File: config.mk
export PLATFORM = sky130hd
export DESIGN_NAME = epi_cell
export DESIGN_NICKNAME = d
export VERILOG_FILES = /design/src/hw/rtl/epi_pkg.sv /design/src/hw/rtl/epi_cell.sv
export SDC_FILE = /design/constraint.sdc
export NUM_CORES = 1
export LEC_CHECK = 0
export BUFFER_PORTS_ARGS = -buffer_cell sky130_fd_sc_hd__buf_4
export CELL_PAD_IN_SITES_DETAIL_PLACEMENT = 1
export CELL_PAD_IN_SITES_GLOBAL_PLACEMENT = 2
export CORE_ASPECT_RATIO = 1.75
export CORE_UTILIZATION = 30
export DETAILED_ROUTE_END_ITERATION = 12
export PLACE_DENSITY_LB_ADDON = 0.1
export SLEW_MARGIN = 15
export SYNTH_ARGS = -nofsm -noshare
export SYNTH_HDL_FRONTEND = slang
export SYNTH_SLANG_ARGS = --single-unit
File: constraint.sdc
create_clock -name clk_i -period 2.3 [get_ports clk_i]
set_input_delay 0.115 -clock clk_i [delete_from_list [all_inputs] [get_ports clk_i]]
set_output_delay 0.115 -clock clk_i [all_outputs]
set_load 0.02 [all_outputs]
File: src/hw/rtl/epi_pkg.sv
// ----------------------------------------------------------------------------
// epi_pkg: shared types and constants of the palette indexer
// Opcodes, controller states, chain token and broadcast bundles.
// ----------------------------------------------------------------------------
package epi_pkg;

  localparam int PaletteCapacity = 256;  // 16 .. 256
  localparam int TableDepth      = 256;
  localparam int NumCells        = (PaletteCapacity > TableDepth) ? TableDepth
                                                                  : PaletteCapacity;
  localparam int NibbleCapacity  = 16;
  localparam int ColorW          = 32;
  localparam int IdxW            = 8;
  localparam int CountW          = 9;
  localparam int NibW            = 4;

  typedef enum logic [1:0] {
    OpClear = 2'd0,
    OpLearn = 2'd1,
    OpMap   = 2'd2,
    OpRead  = 2'd3
  } epi_op_e;

  typedef enum logic {
    StIdle = 1'b0,
    StWalk = 1'b1
  } epi_state_e;

  // token handed from cell to cell; payload holds the stored flag (learn),
  // the matching index (map) or the entry read (read)
  typedef struct packed {
    logic              active;
    logic              hit;
    logic [ColorW-1:0] payload;
  } epi_tok_t;

  // command held steady for every cell while a token walks the chain
  typedef struct packed {
    epi_op_e           op;
    logic [ColorW-1:0] color;
    logic [IdxW-1:0]   sel;
    logic [CountW-1:0] count;
    logic              nibble;
    logic              clear;
  } epi_bcast_t;

endpackage

File: src/hw/rtl/epi_cell.sv
// ----------------------------------------------------------------------------
// epi_cell: one palette entry of the chain
// Holds one colour, matches it to the broadcast colour and forwards the token.
// ----------------------------------------------------------------------------
module epi_cell import epi_pkg::*; (
  input  logic            clk_i,
  input  logic            rst_ni,
  input  logic [IdxW-1:0] cell_idx_i,
  input  epi_bcast_t      bcast_i,
  input  epi_tok_t        tok_i,
  output epi_tok_t        tok_o
);

  logic [ColorW-1:0] entry_q, entry_d;
  epi_tok_t          tok_q, tok_d;
  logic              match;
  logic              below_count;
  logic              at_count;
  logic              in_range;

  assign match       = (entry_q == bcast_i.color);
  assign below_count = ({1'b0, cell_idx_i} < bcast_i.count);
  assign at_count    = ({1'b0, cell_idx_i} == bcast_i.count);
  assign in_range    = !bcast_i.nibble || (cell_idx_i < IdxW'(NibbleCapacity));

  always_comb begin
    entry_d = entry_q;
    tok_d   = tok_i;
    if (tok_i.active) begin
      case (bcast_i.op)
        OpLearn: begin
          if (!tok_i.hit) begin
            if (below_count && match) begin
              tok_d.hit = 1'b1;
            end else if (at_count && in_range) begin
              entry_d       = bcast_i.color;
              tok_d.hit     = 1'b1;
              tok_d.payload = ColorW'(1);  // stored flag
            end
          end
        end
        OpMap: begin
          if (!tok_i.hit && in_range && match) begin
            tok_d.hit     = 1'b1;
            tok_d.payload = ColorW'(cell_idx_i);
          end
        end
        OpRead: begin
          if (cell_idx_i == bcast_i.sel) begin
            tok_d.payload = entry_q;
          end
        end
        default: ;
      endcase
    end
    if (bcast_i.clear) begin
      entry_d = '0;
    end
  end

  always_ff @(posedge clk_i or negedge rst_ni) begin
    if (!rst_ni) begin
      entry_q <= '0;
      tok_q   <= '0;
    end else begin
      entry_q <= entry_d;
      tok_q   <= tok_d;
    end
  end

  assign tok_o = tok_q;

endmodule

==> impl_metrics.tcl <==
set metrics [dict create \
    outcome "finished clean" \
    fillers 1411 \
    synth_top_family_by_area "simple AND/OR/NAND/NOR gates" \
    max_cap_viol_count 0 \
    power_mw 3.14 \
    worst_ep_required_time_ns 2.51 \
    dpl.hpwl_um 9140 \
    grt_max_degree 67 \
    synth_cell_types 37 \
    setup_viol 0 \
    numClockSinks 66 \
    clock_latency_ns 0.33 \
    synth_compound_area_share_pct 13.4 \
    skew_ns 0.00757 \
    grt_setup_unrepaired "true" \
    ir_drop_mv 0.295 \
    syn_to_final_growth_pct 46.7 \
    drv_slew 0 \
    power.leakage_nw 3.04 \
    relSlewSlack_pct 41.2 \
    hold_class "in -> reg" \
    vias 3271 \
    crit_arrival_ns 2.48 \
    io-pin-count 131 \
    yosysSeqAreaShare_pct 44.2 \
    die_x_um 86.3 \
    synth_area_mm2 0.00373 \
    h-tree-depth 3 \
    worst_slew_pin_slew_ns 0.882 \
    syn_avg_cell_area_um2 10.2 \
    drtIter0Drc 91 \
    period_needed_ns 2.27 \
    die_area_mm2 0.0129 \
    synth-seq-cells 66 \
    pwr_density_cell_mw_per_mm2 573 \
    cts_tree "yes" \
    port_buffers 130 \
    grt_remaining_overflow 0 \
    grt_pass1_vias 3411 \
    drtPass1Iterations 6 \
    die_y_um 150 \
    cts_buffer_depth 2 \
    synth.area.mux_share_pct 8.58 \
    coreArea_mm2 0.0121 \
    track_usage_pct 19.0 \
    hold_viol_final 0 \
    worstReg2RegEnd "tok_o[18]" \
    antenna_found_initial 0 \
    numCtsBuffers 9 \
    min_period_over_period_pct 98.6 \
    ant_nets 0 \
    place_congestion 0.722 \
    yosys.area_share.simple_pct 14.5 \
    cp-start-kind "flop" \
    syn_inst 367 \
    synth_xor_area_share_pct 9.38 \
    viasPerCell 4.75 \
    r2r_setup_slack_ns 0.03 \
    yosysWarnings 0 \
    drive_above_1_share_pct 36.3 \
    final_util_pct 45.4 \
    cts_root_buf "clkbuf_16" \
    wl_per_cell_um 17.6 \
    cp-startpoint "entry_q[8]" \
    clkTransAtPathRegs_ns 0.06 \
    fmax_ghz 0.441 \
    grt_pass1_wl_um 18100 \
    seq_area_mm2 0.00165 \
    synth-adder-area-share_pct 4.02 \
    layout_common_cells "146 x buf_4, 66 x dfrtp_1, 59 x nand2_1, 39 x xor2_1, 38 x nor2_1" \
    r2r-start "entry_q[8]" \
    routed_wl_um 12100 \
    worstSetupEndpoint "tok_o[18]" \
    end_kind "flop" \
    critPathKind "reg -> reg" \
    drc 0 \
    diodes 0 \
    nets 630 \
    layout_commonest_cell "buf_4" \
    multiInputGateArea_mm2 0.00193 \
    initial_utilization_pct 30.9 \
    reg2reg_depth 8 \
    crit_fanout 12 \
    syn_nets 476 \
    fp-row-count 53 \
]
## logic make-up after synthesis
kind of cell | after synthesis
simple gates | 123
flops | 66
compound gates | 57
xor+xnor | 40
buf+inv | 37
mux | 32
fa+ha+maj | 12
## area by class of cell
| class | instances | share of cell area, % |
|---|---|---|
| clock inverters | 3 | 0.731 |
| multi-input cells | 264 | 35.3 |
| inverters | 20 | 1.37 |
| repair buffers | 160 | 24.1 |
| well taps | 165 | 3.77 |
| flip-flops and latches | 66 | 30.1 |
| clock buffers | 11 | 4.61 |
## sequential cells by signal, indices dropped and copies added (netlist names)
name / cells
entry_q: 32
tok_o: 34
## worst min-delay path by stage
| stage | startpoint | end | slack [ns] | cells after the start |
|---|---|---|---|---|
| floorplan | rst_ni | entry_q[0] | -0.18 | 0 |
| global placement | tok_i[33] | tok_o[33] | 0.27 | 1 |
| detailed placement | tok_i[33] | tok_o[33] | 0.27 | 1 |
| CTS | tok_i[5] | tok_o[5] | 0.0005 | 2 |
| global route | tok_i[22] | tok_o[22] | 0.02 | 2 |
| finish | tok_i[5] | tok_o[5] | 0.008 | 2 |
## report_power, final
group / leakage, nW / internal, mW / switching (mW)
registers: 0.859 / 1.20 / 0.0127
clock network: 0.147 / 0.881 / 0.488
logic: 2.03 / 0.272 / 0.278
## metal layers
metal	global-route usage (%)	wire length, um
met1	20.2	4470
met2	36.1	6970
met3	3.81	530
met4	6.67	156
met5	0	0
## Yosys cell counts (all sizes together)
| cell | instances | area (um^2) |
|---|---|---|
| nor2b | 1 | 6.26 |
| a21o | 3 | 22.5 |
| and3 | 3 | 20.0 |
| and2 | 1 | 6.26 |
| nor3 | 1 | 10.0 |
| o22a | 1 | 8.76 |
| nand3b | 1 | 11.3 |
| and4 | 1 | 8.76 |
| nand3 | 3 | 15.0 |
| ha | 12 | 150 |
| a211o | 1 | 8.76 |
| o21ai | 8 | 40.0 |
| o32ai | 1 | 8.76 |
| xor2 | 40 | 350 |
| nor2 | 38 | 143 |
| a311oi | 2 | 17.5 |
| a21oi | 2 | 10.0 |
| inv | 20 | 75.1 |
| nor4 | 11 | 75.1 |
| clkbuf | 9 | 33.8 |
| a21boi | 1 | 11.3 |
| a211oi | 1 | 7.51 |
| a31o | 1 | 8.76 |
| nand2 | 59 | 221 |
| buf | 8 | 110 |
| a2111oi | 2 | 30.0 |
| mux2i | 32 | 320 |
| nand4 | 4 | 25.0 |
| a22o | 32 | 282 |
| dfrtp | 66 | 1650 |
| o41ai | 1 | 27.5 |
| o21bai | 1 | 18.8 |
## what timing repair did
item | CTS | global route
gates resized for setup | 5 | 10
hold buffers | 5 | 0
hold endpoints to repair | 70 | 0
cloned | 0 | 3
pin swaps | 3 | 7
setup endpoints to repair | 65 | 60
setup buffers | 1 | 4
## worst max-delay path: stages (launching register included)
cell	delay, ns
dfrtp_1	0.40
xor2_1	0.16
nor4_2	0.37
nand4_1	0.22
a2111oi_2	0.26
nor2_1	0.11
o21bai_4	0.22
buf_12	0.16
a22o_1	0.23
## metrics by stage
| stage | hold slack [ns] | setup TNS, ns | cell area (um^2) | worst slack, ns | cells |
|---|---|---|---|---|---|
| after global routing | 0.0161 | -1.18 | 5480 | -0.0505 | 689 |
| after CTS | 0.000466 | 0 | 5320 | 0.000142 | 682 |
| after detailed placement | 0.266 | -8.99 | 4940 | -0.187 | 662 |
| final | 0.00789 | 0 | 5480 | 0.0328 | 689 |
| after global placement | 0.266 | -9.21 | 4940 | -0.172 | 662 |
| after floorplan | -0.181 | 0 | 3730 | 0.254 | 367 |
Note: power is estimated with default switching activity, not from simulation.
